===== config.mk =====
export PLATFORM = sky130hd
export DESIGN_NAME = idw_rc_cell
export DESIGN_NICKNAME = d
export VERILOG_FILES = /design/src/rtl/core/idw_pkg.sv /design/src/rtl/core/idw_rc_cell.sv
export SDC_FILE = /design/constraint.sdc
export NUM_CORES = 1
export LEC_CHECK = 0
export BUFFER_PORTS_ARGS = -buffer_cell sky130_fd_sc_hd__buf_2
export CAP_MARGIN = 40
export CORE_ASPECT_RATIO = 1.25
export CORE_MARGIN = 3
export CORE_UTILIZATION = 52
export CTS_CLUSTER_SIZE = 40
export DETAILED_ROUTE_END_ITERATION = 7
export PLACE_DENSITY = 0.85
export SYNTH_ARGS = -nofsm -noshare
export SYNTH_HDL_FRONTEND = slang
export SYNTH_SLANG_ARGS = --single-unit

===== constraint.sdc =====
create_clock -name i_clk -period 7 [get_ports i_clk]
set_clock_uncertainty 0.2 [all_clocks]
set_input_delay 1.4 -clock i_clk [delete_from_list [all_inputs] [get_ports i_clk]]
set_output_delay 1.4 -clock i_clk [all_outputs]
set_load 0.005 [all_outputs]

===== src/rtl/core/idw_pkg.sv =====
// Shared types, constants and tables of the inverse-distance heat-map renderer.
package idw_pkg;

    // Item opcodes
    localparam logic OP_LOAD  = 1'b0;
    localparam logic OP_PIXEL = 1'b1;

    // Register map: bit 2 of the byte address selects the register word
    localparam logic REG_EIU = 1'b0;

    // Fixed electrode positions in scene coordinates
    localparam int POS_COUNT = 9;
    localparam int POS_IDX_W = 4;
    localparam int CNT_W     = 4;
    localparam logic signed [7:0] POS_X [POS_COUNT] = '{
        -8'sd20, 8'sd20, -8'sd40, 8'sd40, 8'sd0, 8'sd0, -8'sd56, 8'sd56, 8'sd0
    };
    localparam logic signed [7:0] POS_Y [POS_COUNT] = '{
        -8'sd72, -8'sd72, -8'sd56, -8'sd56, -8'sd24, 8'sd20, 8'sd40, 8'sd40, 8'sd0
    };

    // Head ellipse
    localparam int HEAD_RX2 = 80 * 80;
    localparam int HEAD_RY2 = 88 * 88;
    localparam int ELL_LIM  = HEAD_RX2 * HEAD_RY2;

    // Scene coordinates and squared distance
    localparam int PX_W  = 11;
    localparam int PX2_W = 20;
    localparam int LHS_W = 34;
    localparam int D_W   = 12;
    localparam int D2_W  = 20;

    // Square root of d2 * 2^32, two radicand bits per cell
    localparam int SQ_STEPS = (D2_W + 32) / 2;
    localparam int ROOT_W   = SQ_STEPS;
    localparam int SQREM_W  = ROOT_W + 3;
    localparam int EPS_Q16  = 655;

    // Reciprocal 2^50 / d^2, one quotient bit per cell
    localparam int DD_W     = 2 * ROOT_W;
    localparam int RCREM_W  = DD_W;
    localparam int RC_STEPS = 32;
    localparam int RC_SEED  = 1 << 18;
    localparam int WGT_W    = RC_STEPS;

    // Blend sums and colour division
    localparam int ACT_W   = 18;
    localparam int PROD_W  = WGT_W + 1 + ACT_W;
    localparam int SUMW_W  = WGT_W + CNT_W;
    localparam int SUMA_W  = PROD_W + CNT_W;
    localparam int FULL_W  = SUMW_W + 12;
    localparam int COL_W   = FULL_W + 8;
    localparam int COL_STEPS = 8;

    typedef struct packed {
        logic                valid;
        logic [D2_W-1:0]     rad;
        logic [SQREM_W-1:0]  rem;
        logic [ROOT_W-1:0]   root;
    } t_sq_word;

    typedef struct packed {
        logic                valid;
        logic [DD_W-1:0]     dd;
        logic [RCREM_W-1:0]  rem;
        logic [WGT_W-1:0]    q;
    } t_rc_word;

    typedef enum logic [3:0] {
        S_IDLE,
        S_SQUARE,
        S_CHECK,
        S_ISSUE,
        S_DRAIN,
        S_PREP,
        S_DIVIDE,
        S_SHADE,
        S_FINISH
    } t_state;

endpackage


===== src/rtl/core/idw_rc_cell.sv =====
// One cell of the reciprocal chain: settles one quotient bit per cycle.
module idw_rc_cell (
    input  logic              i_clk,
    input  logic              i_rst_n,
    input  idw_pkg::t_rc_word i_word,
    output idw_pkg::t_rc_word o_word
);
    import idw_pkg::*;

    t_rc_word           r_word;
    t_rc_word           n_word;
    logic [RCREM_W:0]   w_rem_s;
    logic [RCREM_W:0]   w_diff;

    always_comb begin
        w_rem_s = {i_word.rem, 1'b0};
        w_diff  = w_rem_s - {1'b0, i_word.dd};
        n_word.valid = i_word.valid;
        n_word.dd    = i_word.dd;
        if (w_rem_s >= {1'b0, i_word.dd}) begin
            n_word.rem = w_diff[RCREM_W-1:0];
            n_word.q   = {i_word.q[WGT_W-2:0], 1'b1};
        end else begin
            n_word.rem = w_rem_s[RCREM_W-1:0];
            n_word.q   = {i_word.q[WGT_W-2:0], 1'b0};
        end
    end

    always_ff @(posedge i_clk) begin
        r_word.dd  <= n_word.dd;
        r_word.rem <= n_word.rem;
        r_word.q   <= n_word.q;
        if (!i_rst_n) begin
            r_word.valid <= 1'b0;
        end else begin
            r_word.valid <= n_word.valid;
        end
    end

    assign o_word = r_word;

endmodule


==> Yosys cells after proc, flatten, opt, wreduce, memory -nomap -nowiden <==
Index checks and enable logic that the tools add are counted.
W data, S select, Z words.
{ "classes": {"n_mux": 1, "n_addsub": 1, "magnitude_cmp": 1} }
{ "op_table": {"columns": ["op", "count"], "rows": [
  ["$mux W84", 1],
  ["$ge A53 B52 Y1", 1],
  ["$sub A52 B52 Y52", 1]
]} }
{ "word_totals": {"elab_cells": 8, "ff_bits": 137, "output_inout_bits": 137} }

==> Depth between registers and ports, before layout <==
{ "logic_depth": {"ltp_word": 2, "mapped_depth": 15, "ltp_nobuf": 12} }

==> Least setup slack after synthesis <==
OpenSTA, ideal clock, no wires.
{ "synth_path": {"path_type": "input-to-reg", "start": "input port i_word[87] in the netlist's numbering", "end": "register r_word, in the netlist o_word[74]", "arrival_time_ns": 3.828, "setup_slack_ns": 2.851, "path_stages": 14, "path_cell_list": "inv_1 ha_1 a21o_1 a21oi_2 a211oi_1 o211a_1 o2111ai_2 nand3_1 a31o_2 a31oi_4 inv_2 buf_6 buf_6 mux2_4"} }
{ "synth_rtl": {"columns": ["item", "line", "text"], "rows": [
  ["start: declaration", "idw_rc_cell.sv:5", "input idw_pkg::t_rc_word i_word,"],
  ["end: declaration", "idw_rc_cell.sv:10", "t_rc_word r_word;"]
]} }

==> summary.md <==
| Metric | Value |
|---|---|
| DRT antenna net count | `0` |
| GRT Max-Usage Layer | `met2` |
| Max reg flops | `137` |
| Cell Pwr Density | `262 nW/µm²` |
| Total number of vias | `6370` |
| Layout cell share with drive strength beyond 1 | `36.4%` |
| CTS clk-pin slew, worst paths | `0.07 ns` |
| Arr. time, crit path | `4.83 ns` |
| Port bufs | `274` |
| Core ar. | `12700 µm²` |
| WL/cell | `16.4 µm` |
| Synthesis warning total | `0` |
| First-pass GRT wire length | `30300 µm` |
| LEAKAGE | `4.41 nW` |
| Tcrit/Tclk final | `67.5%` |
| Hold path depth | `1` |
| Initial drt markers | `292` |
| WP buf/inv | `4` |
| Worst slew margin | `52.5%` |
| Area leader, netlist | `dfxtp_1` |
| Height of the die | `134 µm` |
| Yosys cell types | `63` |
| Worst path max stage delay | `0.48 ns` |
| H-tree depth | `4` |
| Drt total wl | `19400 µm` |
| Gr ovfl total | `0` |
| Minimum clock period | `4.73 ns` |
| Die W | `108 µm` |
| Synthesized Nets | `916` |
| Avg Cell Area, Syn | `9.37 µm²` |
| Worst Path Max Fanout | `25` |
| Post-CTS Setup Inserts | `0` |
| Drt pass-1 iters | `5` |
| DRC viols | `0` |
| Final Wtd Congestion | `0.945` |
| Setup violators final | `0` |
| Longest Clk Path Bufs | `2` |
| Syn Std Cell Area | `6780 µm²` |
| CTS tree | `yes` |
| Largest net degree at the start of global routing | `26` |
| Worst-Margin Slew | `0.703 ns` |
| Initial core utilization | `53.3%` |
| GRT Util Overall | `26.3%` |
| Ys flop type | `dfxtp_1` |
| Sequential fraction of the synthesis area | `40.4%` |
| Hold Crit Start | `i_word[27]` |
| Hold Path End | `o_word[28]$_DFF_P_` |
| Area contributors post-synth | `dfxtp_1 40%, ha_1 9.6%, mux2_2 6.5%, a21oi_1 4.4%, inv_1 3.6%` |
| CP cell instances | `buf_2, inv_1, ha_1, and3_1, o21ai_1, a211oi_1, o211a_1, o2111ai_2, nand3_1, a31o_2, a31oi_4, inv_2, buf_12, mux2_2` |
| WP data required | `7.11 ns` |
| RSZ-0062 raised after global routing | `false` |
| Area grow syn2layout | `30.5%` |
| Outcome | `finished, final reports clean` |
| Worst Hold Class | `in2reg` |
| Clock sink count | `137` |
| Grt met3 use | `4.75%` |
| Post-synthesis cell count | `724` |
| Crit path capture type | `flop` |
| Layout Nets | `1191` |
| TritonCTS buffer count | `17` |
| Post-synth ARST share | `0%` |
| Gates resized, CTS repair | `0` |
| CTS root buffer | `clkbuf_16` |
| HPWL Detailed | `15500 µm` |
| Final Max Tran Viols | `0` |
| Setup Crit Path Kind | `in2reg` |
| Crit path max-delay family | `compound AO/OA/AOI/OAI gates` |
| Final Hold Viols | `0` |
| Fmax | `212 MHz` |
| FP Rows | `46` |
| Yosys top cell area share | `40.4%` |
| Startpoint Class | `input port` |
| Vias in the first global route | `6399` |
| Initial antenna violation count | `1` |
| Hold slack final | `0.870 ns` |
| Met2 Usage GRT | `48.3%` |
| Worst path slowest cell | `inv_2` |
| Avg Vias per Cell | `5.39` |
| Setup_tns | `0 ns` |
| EDFF count, synth | `0` |
| Max VDD drop | `0.000154 V` |
| #FFs+latches synth | `137` |
| Die Area | `14500 µm²` |
| Max Cap Viol | `0` |
| M1 GR Usage | `28.7%` |
| CTS Hold Bufs | `0` |
| Num ports | `276` |
==> worst max-delay path by stage <==
stage / to / slack (ns) / depth (start not counted) / from
2_1_floorplan: o_word[74]$_DFF_P_ / 2.85 / 14 / i_word[87]
3_3_place_gp: o_word[56]$_DFF_P_ / 1.76 / 13 / i_word[87]
3_5_place_dp: o_word[62]$_DFF_P_ / 1.88 / 14 / i_word[87]
4_1_cts: o_word[62]$_DFF_P_ / 2.29 / 14 / i_word[87]
5_1_grt: o_word[62]$_DFF_P_ / 2.07 / 14 / i_word[87]
6_report: o_word[62]$_DFF_P_ / 2.27 / 14 / i_word[87]
==> cell type report <==
cell class	instances	area, µm²
fillers	1064	3870
multi-input cells	502	3700
flip-flops and latches	137	2740
repair buffers	275	1390
clock buffers	18	429
inverters	66	248
well taps	168	210
clock inverters	14	126
diodes	1	2.50
==> where the power goes <==
| group | switching, W | internal (W) |
|---|---|---|
| clock network | 0.000388 | 0.000467 |
| registers | 0.0000207 | 0.000872 |
| logic | 0.000296 | 0.000271 |
==> kinds of logic after synthesis <==
kind of cell | count (synthesis) | synth area share [%]
compound gates | 193 | 18.7
buf+inv | 85 | 5.00
simple gates | 161 | 11.6
xor+xnor | 45 | 5.81
mux | 50 | 8.56
flops | 137 | 40.4
fa+ha+maj | 53 | 9.89
==> stage by stage <==
step / total power (W) / utilization [%] / instances / worst slack, ns / instance area [µm²]
4_1_cts: 0.00232 / 69.6 / 1180 / 2.29 / 8850
6_report: 0.00232 / 69.6 / 1181 / 2.27 / 8850
3_3_place_gp: 0.00145 / 65.0 / 1147 / 1.76 / 8270
5_1_grt: 0.00242 / 69.6 / 1181 / 2.07 / 8850
2_1_floorplan: 0.00125 / - / 724 / 2.85 / 6780
3_5_place_dp: 0.00147 / 65.2 / 1148 / 1.88 / 8290
==> per-layer routing <==
| metal | up-vias | share of wire (%) |
|---|---|---|
| met1 | 2919 | 38 |
| met4 | 0 | 3.1 |
| li1 | 3125 | - |
| met3 | 49 | 7.3 |
| met5 | - | 0 |
| met2 | 277 | 52 |
==> synthesized netlist by cell type, types with 3 or more instances <==
library cell  instances
a211oi_1              7
a21boi_0              5
a21o_1               18
a21oi_1              60
a21oi_2               3
a31o_2                3
a31oi_1               6
and2_1                7
and3_1                6
and4_1                5
buf_2                 4
clkbuf_1             13
dfxtp_1             137
ha_1                 52
inv_1                65
mux2_2               39
mux2_4                6
mux2i_1               4
nand2_1              50
nand2b_1              4
nand3_1               9
nand4_1              14
nor2_1               38
nor2b_1               5
nor3_1               10
nor4_1                3
o211ai_1              6
o21a_1                8
o21ai_0              32
o21ai_1               4
o21bai_1             12
o31ai_1               4
or2_2                 5
xnor2_1              27
xor2_1               18
==> cells in the final DEF, fill, tap and decap left out, types with 6 or more instances in the layout <==
cell       count
clkbuf_16     17
and3_1         6
xnor2_1       27
nand4_1       14
and2_1         7
nand2_1       50
o21ai_0       32
a21o_1        18
buf_2        274
a31oi_1        6
mux2_4         6
nand3_1        9
ha_1          52
o211ai_1       6
inv_1         65
a211oi_1       7
nor3_1        10
o21a_1         8
inv_6          6
mux2_2        39
o21bai_1      12
nor2_1        38
dfxtp_1      137
a21oi_1       60
xor2_1        18
Power figures use the tool's default switching activity.
