### src/rtl/core/idw_pkg.sv
// Shared types, constants and tables of the inverse-distance heat-map renderer.
package idw_pkg;

    // Item opcodes
    localparam logic OP_LOAD  = 1'b0;
    localparam logic OP_PIXEL = 1'b1;

    // Register map: bit 2 of the byte address selects the register word
    localparam logic REG_EIU = 1'b0;

    // Fixed electrode positions in scene coordinates
    localparam int POS_COUNT = 9;
    localparam int POS_IDX_W = 4;
    localparam int CNT_W     = 4;
    localparam logic signed [7:0] POS_X [POS_COUNT] = '{
        -8'sd20, 8'sd20, -8'sd40, 8'sd40, 8'sd0, 8'sd0, -8'sd56, 8'sd56, 8'sd0
    };
    localparam logic signed [7:0] POS_Y [POS_COUNT] = '{
        -8'sd72, -8'sd72, -8'sd56, -8'sd56, -8'sd24, 8'sd20, 8'sd40, 8'sd40, 8'sd0
    };

    // Head ellipse
    localparam int HEAD_RX2 = 80 * 80;
    localparam int HEAD_RY2 = 88 * 88;
    localparam int ELL_LIM  = HEAD_RX2 * HEAD_RY2;

    // Scene coordinates and squared distance
    localparam int PX_W  = 11;
    localparam int PX2_W = 20;
    localparam int LHS_W = 34;
    localparam int D_W   = 12;
    localparam int D2_W  = 20;

    // Square root of d2 * 2^32, two radicand bits per cell
    localparam int SQ_STEPS = (D2_W + 32) / 2;
    localparam int ROOT_W   = SQ_STEPS;
    localparam int SQREM_W  = ROOT_W + 3;
    localparam int EPS_Q16  = 655;

    // Reciprocal 2^50 / d^2, one quotient bit per cell
    localparam int DD_W     = 2 * ROOT_W;
    localparam int RCREM_W  = DD_W;
    localparam int RC_STEPS = 32;
    localparam int RC_SEED  = 1 << 18;
    localparam int WGT_W    = RC_STEPS;

    // Blend sums and colour division
    localparam int ACT_W   = 18;
    localparam int PROD_W  = WGT_W + 1 + ACT_W;
    localparam int SUMW_W  = WGT_W + CNT_W;
    localparam int SUMA_W  = PROD_W + CNT_W;
    localparam int FULL_W  = SUMW_W + 12;
    localparam int COL_W   = FULL_W + 8;
    localparam int COL_STEPS = 8;

    typedef struct packed {
        logic                valid;
        logic [D2_W-1:0]     rad;
        logic [SQREM_W-1:0]  rem;
        logic [ROOT_W-1:0]   root;
    } t_sq_word;

    typedef struct packed {
        logic                valid;
        logic [DD_W-1:0]     dd;
        logic [RCREM_W-1:0]  rem;
        logic [WGT_W-1:0]    q;
    } t_rc_word;

    typedef enum logic [3:0] {
        S_IDLE,
        S_SQUARE,
        S_CHECK,
        S_ISSUE,
        S_DRAIN,
        S_PREP,
        S_DIVIDE,
        S_SHADE,
        S_FINISH
    } t_state;

endpackage

### src/rtl/core/idw_sq_cell.sv
// One cell of the square-root chain: settles one root bit per cycle.
module idw_sq_cell (
    input  logic              i_clk,
    input  logic              i_rst_n,
    input  idw_pkg::t_sq_word i_word,
    output idw_pkg::t_sq_word o_word
);
    import idw_pkg::*;

    t_sq_word             r_word;
    t_sq_word             n_word;
    logic [SQREM_W-1:0]   w_rem_s;
    logic [SQREM_W-1:0]   w_trial;

    always_comb begin
        w_rem_s = {i_word.rem[SQREM_W-3:0], i_word.rad[D2_W-1 -: 2]};
        w_trial = {1'b0, i_word.root, 2'b01};
        n_word.valid = i_word.valid;
        n_word.rad   = {i_word.rad[D2_W-3:0], 2'b00};
        if (w_rem_s >= w_trial) begin
            n_word.rem  = w_rem_s - w_trial;
            n_word.root = {i_word.root[ROOT_W-2:0], 1'b1};
        end else begin
            n_word.rem  = w_rem_s;
            n_word.root = {i_word.root[ROOT_W-2:0], 1'b0};
        end
    end

    always_ff @(posedge i_clk) begin
        r_word.rad  <= n_word.rad;
        r_word.rem  <= n_word.rem;
        r_word.root <= n_word.root;
        if (!i_rst_n) begin
            r_word.valid <= 1'b0;
        end else begin
            r_word.valid <= n_word.valid;
        end
    end

    assign o_word = r_word;

endmodule

### config.mk
export PLATFORM = sky130hd
export DESIGN_NAME = idw_sq_cell
export DESIGN_NICKNAME = d
export VERILOG_FILES = /design/src/rtl/core/idw_pkg.sv /design/src/rtl/core/idw_sq_cell.sv
export SDC_FILE = /design/constraint.sdc
export NUM_CORES = 1
export LEC_CHECK = 0
export ABC_AREA = 1
export CAP_MARGIN = 20
export CORE_AREA = 4 4 92 94
export DETAILED_ROUTE_END_ITERATION = 8
export DIE_AREA = 0 0 96 98
export DONT_BUFFER_PORTS = 1
export PLACE_DENSITY = 0.66
export SLEW_MARGIN = 5
export SYNTH_ARGS = -nofsm -noshare
export SYNTH_HDL_FRONTEND = slang
export SYNTH_SLANG_ARGS = --single-unit
### constraint.sdc
create_clock -name i_clk -period 4.1 [get_ports i_clk]
set_clock_uncertainty 0.05 [all_clocks]
set_input_delay 0.205 -clock i_clk [delete_from_list [all_inputs] [get_ports i_clk]]
set_output_delay 0.205 -clock i_clk [all_outputs]
set_load 0.005 [all_outputs]
== After elaboration in Yosys (flattened, before gate mapping) ==
Cells that the tools add are included.
Storage, ports and cells
  memories: 0
  latch bits: 0
  register bits: 74
  ROM bits: 0
  memory bits (writable): 0
Cells by class
  div/mod/pow operators: 0
  mux-type cells: 1
  magnitude comparators: 1
  bitwise gates (word level): 0
  add/subtract/negate cells: 1
  shift operators: 0
  reductions and logical operators: 0
  equality and inequality tests: 0
  multiply operators: 0
Operator list (number)
  $mux 55: 1
  $ge 29x28->1: 1
  $sub 29x28->29: 1

== Depth between registers and ports, before layout ==
Gate-level depths: netlist of the first run.
  word-level depth: 2
  depth in mapped cells: 16
  depth with buffers taken out: 15

== Worst setup path after synthesis of the first run ==
Ideal clock, no wire load.
  path kind: input -> register
  start point: input i_word[22] in the netlist's numbering
  end point: register r_word (netlist bit o_word[26])
  path buffers: 1
  arrival time: 1501 ps
  setup slack: 2432 ps
  cell stages on the path: 10
  library setup time: 117 ps
  cell sequence: inv_1 > ha_1 > a21oi_1 > nand2_1 > a21oi_1 > nand2_1 > nor2_1 > nand2_4 > buf_6 > xor2_2
RTL lines
  start: declaration: line idw_sq_cell.sv:5  | input idw_pkg::t_sq_word i_word,
  end: declaration: line idw_sq_cell.sv:10  | t_sq_word r_word;

==> out/results.txt, run 1 <==
The most frequent cell on the critical path was sky130_fd_sc_hd__nand2_1. The minimum clock period works out to 2.04 ns. Summed over all instances, the cell type with the most area after synthesis is sky130_fd_sc_hd__dfxtp_1. For this design, the sink count on the clock tree is 74.

The max-capacitance violation count is 0, and the sequential area share after synthesis is 0.356. Along the worst path, the maximum fanout reaches 31. The maximum buffer depth of the clock tree is 2, and the die outline width is 96 um. The worst hold path belongs to the class input pin to register.

STA classifies the critical path startpoint as an input pin. The core outline area came out at 7650 um2. Static timing analysis puts the maximum clock frequency at 489 MHz. Averaged over all synthesized cells, the footprint is 6.35 um2. Walking the worst path, the cells encountered are inv_1, ha_1, nand2_1, nor2_1, nand2_1, a21oi_1, nor2_1, nand2_4, inv_4, nand2_1, nand2_1. Prior to clock tree synthesis, the placed netlist has a worst setup slack of 1.76 ns. The detail route stage leaves a number of antenna-violating nets equal to 0. Post-CTS repair changed the size of 0 cells.

STA puts the critical path data required time at 4.29 ns. The logs give 0 for the overflow left after global routing and 0 for the number of antenna cells inserted. The run finished with clean final reports. The worst hold path depth was 3.

The worst hold path terminates at o_word[54]. In this run, CTS created clock tree buffers numbering 9. In this run, the number of DRC markers left after iteration 0 of detailed routing was 173. The mapped netlist covers 4160 um2. On the worst path, the slowest cell contributes a delay of 0.40 ns. Summing over every cut layer, the via total after detailed routing is 4,091. The floorplan has 32 rows. The floorplan step defined a die boundary enclosing 9410 um2. The run gives 4,018 as the number of global-route vias before repair. In this run the tool buffered the top-level ports with 0 buffer cells. The first detailed-routing pass took 5 iterations. The synthesized instance count is 655, and the initial cell density of the core is 0.544. Synthesis instantiated 24 different standard cells from the library.

The logs give 0.258 for the total global routing track utilization and 0.848 for the global placement routability congestion. The flip-flop count of the largest register after layout was 74. The count of final hold-check violations is 0, and the final wirelength is 12.1 mm. Mean number of vias per cell: 4.88. The critical path in this run is classified as input pin to register. In this run the vertical extent of the chip is 98 um.

Setup violations remaining at the end of the flow were counted as 0. The share of final-layout standard cells stronger than drive strength 1 came out at 0.0353. The worst hold path begins at i_word[52]. In the post-synthesis netlist, the biggest area contributors are sky130_fd_sc_hd__dfxtp_1 (36%), sky130_fd_sc_hd__nand2_1 (25%), sky130_fd_sc_hd__inv_1 (12%). The largest individual stage delay along the critical path comes from the cell sky130_fd_sc_hd__ha_1.

For this design the ratio of total power to cell area is 380 nW/um2. The per-cell routed wire length is 14.4 um. In the post-route analysis, the smallest setup slack over all paths is 2.06 ns. STA classifies the critical path endpoint as a register. The logs give 0 for the max-slew violation total from the final report and 0 ns for the final sum of negative setup slack.

The count of boundary I/O pins was 154. The fraction of post-synthesis cell area in the top cell type by area works out to 0.356. Entering global routing, the biggest net connects 32 pins. The post-route clock period utilization came out at 0.498. The detailed-placement wirelength estimate is 8.81 mm, and the synthesized flop and latch total is 74. After clock tree synthesis, the clock-pin slew on the worst setup and hold paths is 0.07 ns.

The area growth from synthesis to final layout was 24.8%. The logs give 3 for the depth of the CTS H-tree and 2.23 ns for the data arrival time of the critical path. TritonCTS built the clock tree. The Yosys warning count was 0; the number of nets in the layout was 839.

The run gives 18.8 mm as the wire length of the first global-routing pass. Summed over all cells, the static leakage comes to 2.97 nW. The cell at the root of the clock tree is sky130_fd_sc_hd__clkbuf_8.

Setup repair after global routing left no endpoint under its margin. The logs give 0 for the initial antenna violation count and 0 for the final routed DRC violation total. The largest vdd supply drop was 0.169 mV.
cells in the mapped netlist, drive strengths merged:
| master | instances |
|---|---|
| conb | 1 |
| nand3 | 33 |
| buf | 7 |
| clkinv | 1 |
| nand2 | 285 |
| nor2 | 43 |
| xor2 | 14 |
| o21ai | 3 |
| nor3 | 1 |
| nand3b | 6 |
| nand4 | 5 |
| xnor2 | 1 |
| ha | 28 |
| a21oi | 14 |
| dfxtp | 74 |
| inv | 139 |
cell families (layout without fill, tap and decap cells):
family	count (synthesis)	in the layout	synth area share
AO/OA/AOI/OAI	17	17	0.0213
buffers and inverters	147	228	0.143
adder cells (fa/ha/maj)	28	28	0.0842
other	1	2	0.000901
XOR/XNOR	15	15	0.0334
flip-flops	74	74	0.356
AND/OR/NAND/NOR	373	373	0.361
critical path, delay by kind of cell:
| family | cells | cell delay (ns) |
|---|---|---|
| simple gates | 7 | 1.18 |
| fa+ha+maj | 1 | 0.40 |
| buf+inv | 2 | 0.26 |
| compound gates | 1 | 0.15 |
cell usage in the layout, fill, tap and decap left out, types with 3 or more instances in the layout:
master / instances
sky130_fd_sc_hd__nand2_1: 282
sky130_fd_sc_hd__inv_1: 138
sky130_fd_sc_hd__dfxtp_1: 74
sky130_fd_sc_hd__dlygate4sd3_1: 73
sky130_fd_sc_hd__nor2_1: 38
sky130_fd_sc_hd__nand3_1: 33
sky130_fd_sc_hd__ha_1: 28
sky130_fd_sc_hd__a21oi_1: 13
sky130_fd_sc_hd__xor2_1: 13
sky130_fd_sc_hd__clkbuf_8: 9
sky130_fd_sc_hd__nand3b_1: 6
sky130_fd_sc_hd__nor2_2: 5
sky130_fd_sc_hd__nand4_1: 5
sky130_fd_sc_hd__bufinv_16: 3
worst max-delay path by stage:
stage | depth (start not counted) | to | slack, ns | from
final | 11 | o_word[53] | 2.06 | i_word[19]
after global placement | 11 | o_word[49] | 1.81 | i_word[19]
after detailed placement | 13 | o_word[40] | 1.76 | i_word[21]
after global routing | 11 | o_word[37] | 1.85 | i_word[19]
after floorplan | 10 | o_word[26] | 2.43 | i_word[22]
after CTS | 13 | o_word[40] | 2.12 | i_word[19]
metal layers:
metal  part of all wire  up-vias  GRT usage
met3              0.082       27     0.0478
met2               0.46      189      0.418
met5                  0        -          0
li1                   -     2082          -
met1               0.43     1793      0.331
met4              0.029        0      0.107
cell type report:
cell class / count / area, um2
Clock buffer: 9 / 124
Tap cell: 102 / 128
Fill cell: 661 / 2450
Multi-Input combinational cell: 435 / 2090
Clock inverter: 6 / 113
Inverter: 140 / 528
Timing Repair Buffer: 73 / 731
Sequential cell: 74 / 1480
metrics by stage:
stage                     power (W)  std cells  instance area (um2)  hold WS [ns]   util
after floorplan             0.00115        656                 4170         0.183      -
after global placement      0.00122        751                 4230         0.183  0.553
after detailed placement    0.00123        751                 4230         0.183  0.553
after CTS                   0.00197        839                 5190        0.0430  0.679
after global routing        0.00209        839                 5190        0.0674  0.679
final                       0.00197        839                 5190        0.0545  0.679
timing repair:
item                                    4_1_cts  5_1_grt
endpoints found under the hold margin        72        0
endpoints found under the setup margin        0        0
setup buffers                                 0        0
hold buffers                                 73        0
power breakdown:
part           total [W]  switching (W)  internal [W]
clock           0.000698       0.000294      0.000405
sequential      0.000841      0.0000409      0.000800
combinational   0.000434       0.000262      0.000172
total            0.00197       0.000596       0.00138
(Power assumes the default switching activity.)
==> inputs of run 2 (changes only) <==
Settings changed: ABC_AREA 1 to 0, CORE_AREA 4 4 92 94 to 4 4 87 89, DIE_AREA 0 0 96 98 to 0 0 91 93, PLACE_DENSITY 0.66 to 0.67.
Clock period 4.1 ns to 1.75 ns, I/O delays scaled along.
==> run 2 against run 1 <==
  * The run now ends with negative hold slack, negative setup slack left
  * Combinational power grew to 3.5 times the previous value
  * Design area grew 13%
  * Worst hold slack got worse by 0.27 ns
  * Area after synthesis decreased by 13%
  * Sequential cell count is the same
  * Die area fell by 10%
  * Largest cell class unchanged
==> out/results.txt, run 2 <==
Leaving out fill and tap cells, the most frequent cells in the layout are sky130_fd_sc_hd__buf_4 (97), sky130_fd_sc_hd__dfxtp_1 (74), sky130_fd_sc_hd__dlygate4sd3_1 (72). The share of final-layout standard cells stronger than drive strength 1 works out to 0.343 (+0.307). Most common library cell in the layout ignoring fill and taps: sky130_fd_sc_hd__buf_4. The count of TritonRoute iterations in the first routing pass was 5 (unchanged).

In this run the worst hold path is classified as input pin to register. The post-synthesis instance area is 3620 um2 (-13%). The total power divided by cell area came out at 838 nW/um2 (+120%). The tools report the max-slew violation total from the final report as 0 (unchanged).

The wire length of the first global-routing pass was 18.8 mm (-0.19%); the number of global-route vias before repair was 3,859 (-4.0%). The delay of the slowest cell on the worst path is 0.30 ns (-0.10 ns), and the largest net degree at the start of global routing is 16 (-50%). For the synthesized instance count, the log shows 406 (-38%).

The critical path in this run is classified as input pin to register. The top fanout value on the critical path works out to 5 (-84%). Post-route clock period utilization: 1.06.

The run gives 30 (-6.3%) as the count of standard-cell rows. Synthesized flop and latch total: 74 (unchanged). Total global routing track utilization: 0.278 (+0.0198).

The number of fill cells in the layout was 330 (-50%). Number of hold buffers added after CTS: 72 (-1.4%). The overall die height is 93 um (-5.1%). The total of buffers placed on input and output ports came out at 0 (unchanged). In the post-synthesis netlist, the biggest area contributors are sky130_fd_sc_hd__dfxtp_1 (41%), sky130_fd_sc_hd__ha_1 (9.7%), sky130_fd_sc_hd__a21oi_1 (5.4%).

Detailed-placement wirelength estimate: 7.78 mm (-12%). The overflow left after global routing is 0 (unchanged), and the final sum of negative setup slack is -0.217 ns (-0.217 ns). The count of final hold-check violations is 2 (+2), and the required time at the endpoint of the critical path is 1.94 ns (-2.35 ns). The area of the die was 8460 um2 (-10%); the flip-flop count of the largest register after layout was 74 (unchanged). The logs give 682 (-19%) for the number of nets in the layout and 3 (unchanged) for the depth of the CTS H-tree. TritonCTS built the clock tree. The sequential cell area is 1480 um2 (unchanged). The final reports fail on negative hold slack, negative setup slack. Sequential area share after synthesis: 0.409 (+0.0530). Worst path setup slack after routing: -0.105 ns (-2.16 ns). The worst hold path depth is 1 (-2), and the initial cell density of the core is 0.536 (-0.00806). Tracing the worst setup path back leads to its startpoint at i_word[38]. Yosys warning count: 0 (unchanged). For this run, the top clock speed supported by timing is 539 MHz.

Antenna violation net count after detailed routing: 0 (unchanged). The tools report the source of the worst hold timing path as i_word[73]. The leakage component of the power is 2.60 nW (-13%), and the final wirelength is 12.8 mm (+5.9%). For the finished layout, the period the worst path requires is 1.85 ns. The data arrival time of the critical path came out at 2.05 ns (-0.18 ns).

The per-cell routed wire length was 19.3 um (+34%); the share of flip-flops with an asynchronous set or reset was 0 (unchanged). The post-synthesis area per instance was 8.92 um2 (+40%). Walking the worst path, the cells encountered are ha_4, a21o_1, a31oi_4, o221ai_4, a211oi_2, o41a_4, inv_6, mux2_4, or3_1. The tools report the total number of vias as 3,768 (-7.9%). The tools report the footprint of the multi-input gates as 2420 um2 (+16%). Mean number of vias per cell: 5.70 (+17%).

The largest vdd supply drop came out at 0.523 mV (+210%). The tools report the count of boundary I/O pins as 154 (unchanged). The cell taking the most area after synthesis was sky130_fd_sc_hd__dfxtp_1.

Sorting the synthesized cells by how often they occur yields sky130_fd_sc_hd__dfxtp_1 (74), sky130_fd_sc_hd__a21oi_1 (39), sky130_fd_sc_hd__inv_1 (37). The tools report the starting DRC count in detailed routing as 218 (+26%). Initial antenna violation count: 0 (unchanged). For the worst slack on hold paths, the log shows -0.215 ns (-0.270 ns). For the core outline area, the log shows 6760 um2 (-12%).

The logs give 4 (+4) for the total setup violations reported at the end of the flow and 2 (unchanged) for the maximum buffer depth of the clock tree. Number of library cell types mapped by synthesis: 55 (+130%). The clock input transition at the sequential cells of the worst setup and hold paths works out to 0.08 ns (about the same).

Setup repair after global routing could not meet its margin everywhere. The die outline width was 91 um (-5.2%); the number of sinks handled by clock tree synthesis was 74 (unchanged). In the post-synthesis netlist, the cell with the most instances is sky130_fd_sc_hd__dfxtp_1. The most used flip-flop cell after synthesis is sky130_fd_sc_hd__dfxtp_1. The final routed DRC violation total is 0 (unchanged). The number of antenna cells inserted was 0 (unchanged).

The flow ran to the end, but the final reports show violations. The fraction of post-synthesis cell area in the top cell type by area is 0.409 (+0.0530), and the max-capacitance violation count is 0 (unchanged). For hold timing, the worst endpoint is o_word[26]. The global placement routability congestion came out at 0.863 (+1.7%). The count of flip-flops with a built-in enable after synthesis came out at 0 (unchanged). The run gives -0.503 ns (-2.26 ns) as the worst-case setup slack after placement. STA classifies the critical path startpoint as an input pin. The worst setup path is captured at a register. The slowest cell on the critical path is sky130_fd_sc_hd__or3_1. The number of buffers added by the clock tree synthesis step was 9 (unchanged); the area growth from synthesis to final layout was 62.7%.

CTS placed an instance of sky130_fd_sc_hd__clkbuf_8 at the clock tree root.
run 2: cells by family (layout without fill, tap and decap cells):
| kind of cell | Yosys count | count (layout) | synth area share |
|---|---|---|---|
| compound gates | 109 | 109 | 0.194 |
| xor+xnor | 22 | 22 | 0.0532 |
| fa+ha+maj | 28 | 28 | 0.0967 |
| buf+inv | 53 | 227 | 0.0684 |
| flops | 74 | 74 | 0.409 |
| mux | 8 | 8 | 0.0256 |
| other cells | 1 | 2 | 0.00104 |
| simple gates | 111 | 111 | 0.152 |
run 2: worst max path at each step:
stage	end	slack, ns
final	o_word[52]	-0.10
after detailed placement	o_word[52]	-0.50
after floorplan	o_word[52]	-0.45
after global placement	o_word[52]	-0.44
after CTS	o_word[52]	-0.08
after global routing	o_word[52]	-0.16
run 2: repair_timing:
| item | 4_1_cts | 5_1_grt |
|---|---|---|
| hold endpoints to repair | 73 | 2 |
| setup endpoints to repair | 20 | 26 |
| pin swaps | 5 | 10 |
| resized for setup | 12 | 49 |
| buffers inserted | 2 | 4 |
run 2: worst max-delay path: cells and delay by family:
kind                     cells  cell delay, ns
AO/OA/AOI/OAI                5            1.09
adder cells (fa/ha/maj)      1            0.24
buffers and inverters        1            0.05
multiplexers                 1            0.28
AND/OR/NAND/NOR              1            0.30
run 2: stage by stage:
step	util	instance area, um2	total power, W	cells
CTS	0.835	5640	0.00475	657
global placement	0.689	4650	0.00319	567
detailed placement	0.689	4650	0.00321	567
finish	0.872	5890	0.00494	661
floorplan	-	3990	0.00280	407
global route	0.872	5890	0.00517	661
run 2: area by class of cell:
| class | instances | area share |
|---|---|---|
| inverters | 38 | 0.0314 |
| well taps | 80 | 0.0170 |
| clock buffers | 9 | 0.0210 |
| repair buffers | 173 | 0.254 |
| multi-input cells | 280 | 0.411 |
| clock inverters | 7 | 0.0140 |
| flip-flops and latches | 74 | 0.251 |
run 2: where the power goes:
part,internal (W),switching [W]
sequential,0.00188,0.000107
clock,0.000683,0.000731
combinational,0.000836,0.000698
run 2: layer usage:
metal,track usage,share of wire,vias to the layer above
met5,0,0,-
li1,-,-,1757
met3,0.0692,0.065,36
met4,0.0842,0.023,0
met1,0.307,0.37,1772
met2,0.522,0.54,203
==> inputs of run 3 (changes only) <==
==> constraint.sdc (replaced) <==
create_clock -name i_clk -period 1.75 [get_ports i_clk]
set_clock_uncertainty 0.05 [all_clocks]
set_input_delay 0.4375 -clock i_clk [delete_from_list [all_inputs] [get_ports i_clk]]
set_output_delay 0.4375 -clock i_clk [all_outputs]
set_load 0.005 [all_outputs]
==> run 3 against run 2 <==
  * The run ends with negative setup slack left
  * Via count shrank 9.0%
  * Die area did not move
  * Non-clock buffer count shrank 59
  * Cell count shrank 8.9%
  * Setup slack worse by 0.32 ns
  * Critical endpoint unchanged
  * Critical path type unchanged
  * Highest routed layer unchanged
  * Global-route usage is 3.8 points lower
  * Maximum frequency is 15% lower
  * Routed wire length fell by 18%
  * Critical path depth unchanged
  * Count of clock-buffer cells in the layout did not move
  * Power shrank 2.4%
  * Combinational power down 5%
==> out/results.txt, run 3 (same netlist as run 2, synthesis figures left out) <==
The run finished, with violations left. The checks that failed: negative setup slack. For the total global routing track utilization, the log shows 0.240 (-0.0379). The run gives 16 (unchanged) as the largest net degree at the start of global routing. The worst-case setup slack after placement was -0.816 ns (-0.313 ns). The worst setup path is launched from an input pin. The logs give 3,507 (-9.1%) for the number of global-route vias before repair and 0.861 (-0.19%) for the global placement routability congestion.

In the layout the commonest cells are sky130_fd_sc_hd__buf_4 (102), sky130_fd_sc_hd__dfxtp_1 (74), sky130_fd_sc_hd__a21oi_1 (31). Setup repair after global routing could not meet its margin everywhere. The number of hold buffers added after CTS was 0 (-100%); the post-route clock period utilization was 1.24 (+0.183). The tools report the leakage component of the power as 2.40 nW (-7.6%). The clock input transition at the sequential cells of the worst setup and hold paths was 0.09 ns (about the same); the number of antenna cells inserted was 0 (unchanged). The required time at the endpoint of the critical path is 1.94 ns (about the same), and the wire length of the first global-routing pass is 16.4 mm (-12%). The largest vdd supply drop was 0.468 mV (-11%); the max-capacitance violation count was 0 (unchanged). The detailed-placement wirelength estimate was 7.62 mm (-2.1%). The capturing element type of the critical path was a register.

The count of standard-cell rows is 30 (unchanged). The count of boundary I/O pins is 154 (unchanged), and the data arrival time of the critical path is 2.36 ns (+0.31 ns). The total power divided by cell area was 887 nW/um2 (+5.8%).

The met3 layer wire length in the routed design was 740 um (-11%). The maximum buffer depth of the clock tree is 2 (unchanged), and the overall die height is 93 um (unchanged). TritonCTS built the clock tree.

The uppermost metal layer occupied by signal nets is met4. The minimum clock period is 2.17 ns (+0.320 ns). The final sum of negative setup slack is -9.72 ns (-9.50 ns).

Leaving out fill and tap cells, the most frequent cell in the layout is sky130_fd_sc_hd__buf_4. For the number of fill cells in the layout, the log shows 420 (+27%). The run gives 3,430 (-9.0%) as the total number of vias.

The tree is rooted in a sky130_fd_sc_hd__clkbuf_8. The overflow left after global routing is 0 (unchanged). The min-delay analysis places its worst path in the category input pin to register. The total of buffers placed on input and output ports works out to 0 (unchanged).

The logs give 0 (unchanged) for the initial antenna violation count and 30 (+26) for the total setup violations reported at the end of the flow. Number of sinks handled by clock tree synthesis: 74 (unchanged). The top fanout value on the critical path came out at 5 (unchanged).

The count of TritonRoute iterations in the first routing pass was 4 (-1). The tools report the number of nets in the layout as 623 (-8.7%). By startpoint and endpoint, the worst setup path is classified as input pin to register. Mean number of vias per cell: 5.70 (about the same).

The run gives 6760 um2 (unchanged) as the core outline area. Detailed route wirelength on metal2: 5.55 mm (-20%). The area of the die was 8460 um2 (unchanged); the starting DRC count in detailed routing was 130 (-40%). The run gives 0 (unchanged) as the max-slew violation total from the final report. The area growth from synthesis to final layout is 50.1%, and the final wirelength is 10.4 mm (-18%). The count of non-filler cells in the finished layout is 602 (-8.9%), and the per-cell routed wire length is 17.3 um (-10%). The tools report the post-layout utilization of the core as 0.805 (-0.0672).

The final routed DRC violation total was 0 (unchanged); the die outline width was 91 um (unchanged). Highest clock frequency the design can meet: 460 MHz (-15%). Count of final hold-check violations: 0 (-2). For the antenna violation net count after detailed routing, the log shows 0 (unchanged). The post-placement cell count came out at 570 (+0.53%). The routed metal-1 wirelength is 3.99 mm (-16%), and the share of final-layout standard cells stronger than drive strength 1 is 0.443 (+0.100). Depth of the CTS H-tree: 3 (unchanged). The flip-flop count of the largest register after layout is 74 (unchanged). The worst path setup slack after routing is -0.425 ns (-0.320 ns). For the number of buffers added by the clock tree synthesis step, the log shows 9 (unchanged).

The initial cell density of the core is 0.536 (unchanged).
-- run 3: cell type report --
class | instances | area (um2) | share of cell area
clock buffer | 9 | 124 | 0.0228
multi-input combinational | 280 | 2510 | 0.461
sequential | 74 | 1480 | 0.272
inverter | 38 | 195 | 0.0359
tap | 80 | 100 | 0.0184
clock inverter | 7 | 82.6 | 0.0152
timing repair buffer | 114 | 947 | 0.174
-- run 3: layer usage --
metal | GRT usage | vias up
met5 | 0 | -
met3 | 0.0563 | 12
met2 | 0.450 | 139
met4 | 0.0804 | 0
li1 | - | 1643
met1 | 0.265 | 1636
-- run 3: worst max-delay path: stages --
cell	delay [ns]
sky130_fd_sc_hd__ha_4	0.24
sky130_fd_sc_hd__a21o_1	0.20
sky130_fd_sc_hd__a31oi_4	0.20
sky130_fd_sc_hd__o221ai_4	0.14
sky130_fd_sc_hd__a211oi_2	0.29
sky130_fd_sc_hd__o41a_4	0.23
sky130_fd_sc_hd__inv_6	0.04
sky130_fd_sc_hd__mux2_4	0.28
sky130_fd_sc_hd__or3_1	0.31
-- run 3: final timing paths --
check / depth (start not counted) / endpoint / startpoint
worst max-delay path: 9 / o_word[52] / i_word[40]
worst min-delay path: 0 / o_word[20] / i_word[19]
-- run 3: through the flow --
step | total power [W] | area, um2 | hold slack (ns)
6_report | 0.00482 | 5440 | 0.0485
5_1_grt | 0.00506 | 5440 | 0.0330
3_3_place_gp | 0.00319 | 4670 | 0.415
2_1_floorplan | 0.00280 | 3990 | 0.415
3_5_place_dp | 0.00321 | 4670 | 0.415
4_1_cts | 0.00478 | 5330 | 0.0407
-- run 3: what timing repair did --
action | in CTS | in global routing
gates resized for setup | 76 | 28
setup buffers | 15 | 1
cloned | 1 | 0
pin swaps | 12 | 6
endpoints found under the hold margin | 0 | 0
setup endpoints to repair | 30 | 30
-- run 3: report_power, final --
| part | total, W | leakage, nW | switching (W) | internal [W] |
|---|---|---|---|---|
| clock | 0.00138 | 0.0988 | 0.000694 | 0.000682 |
| sequential | 0.00198 | 0.624 | 0.0000998 | 0.00188 |
| combinational | 0.00146 | 1.68 | 0.000660 | 0.000800 |
| total | 0.00482 | 2.40 | 0.00145 | 0.00337 |
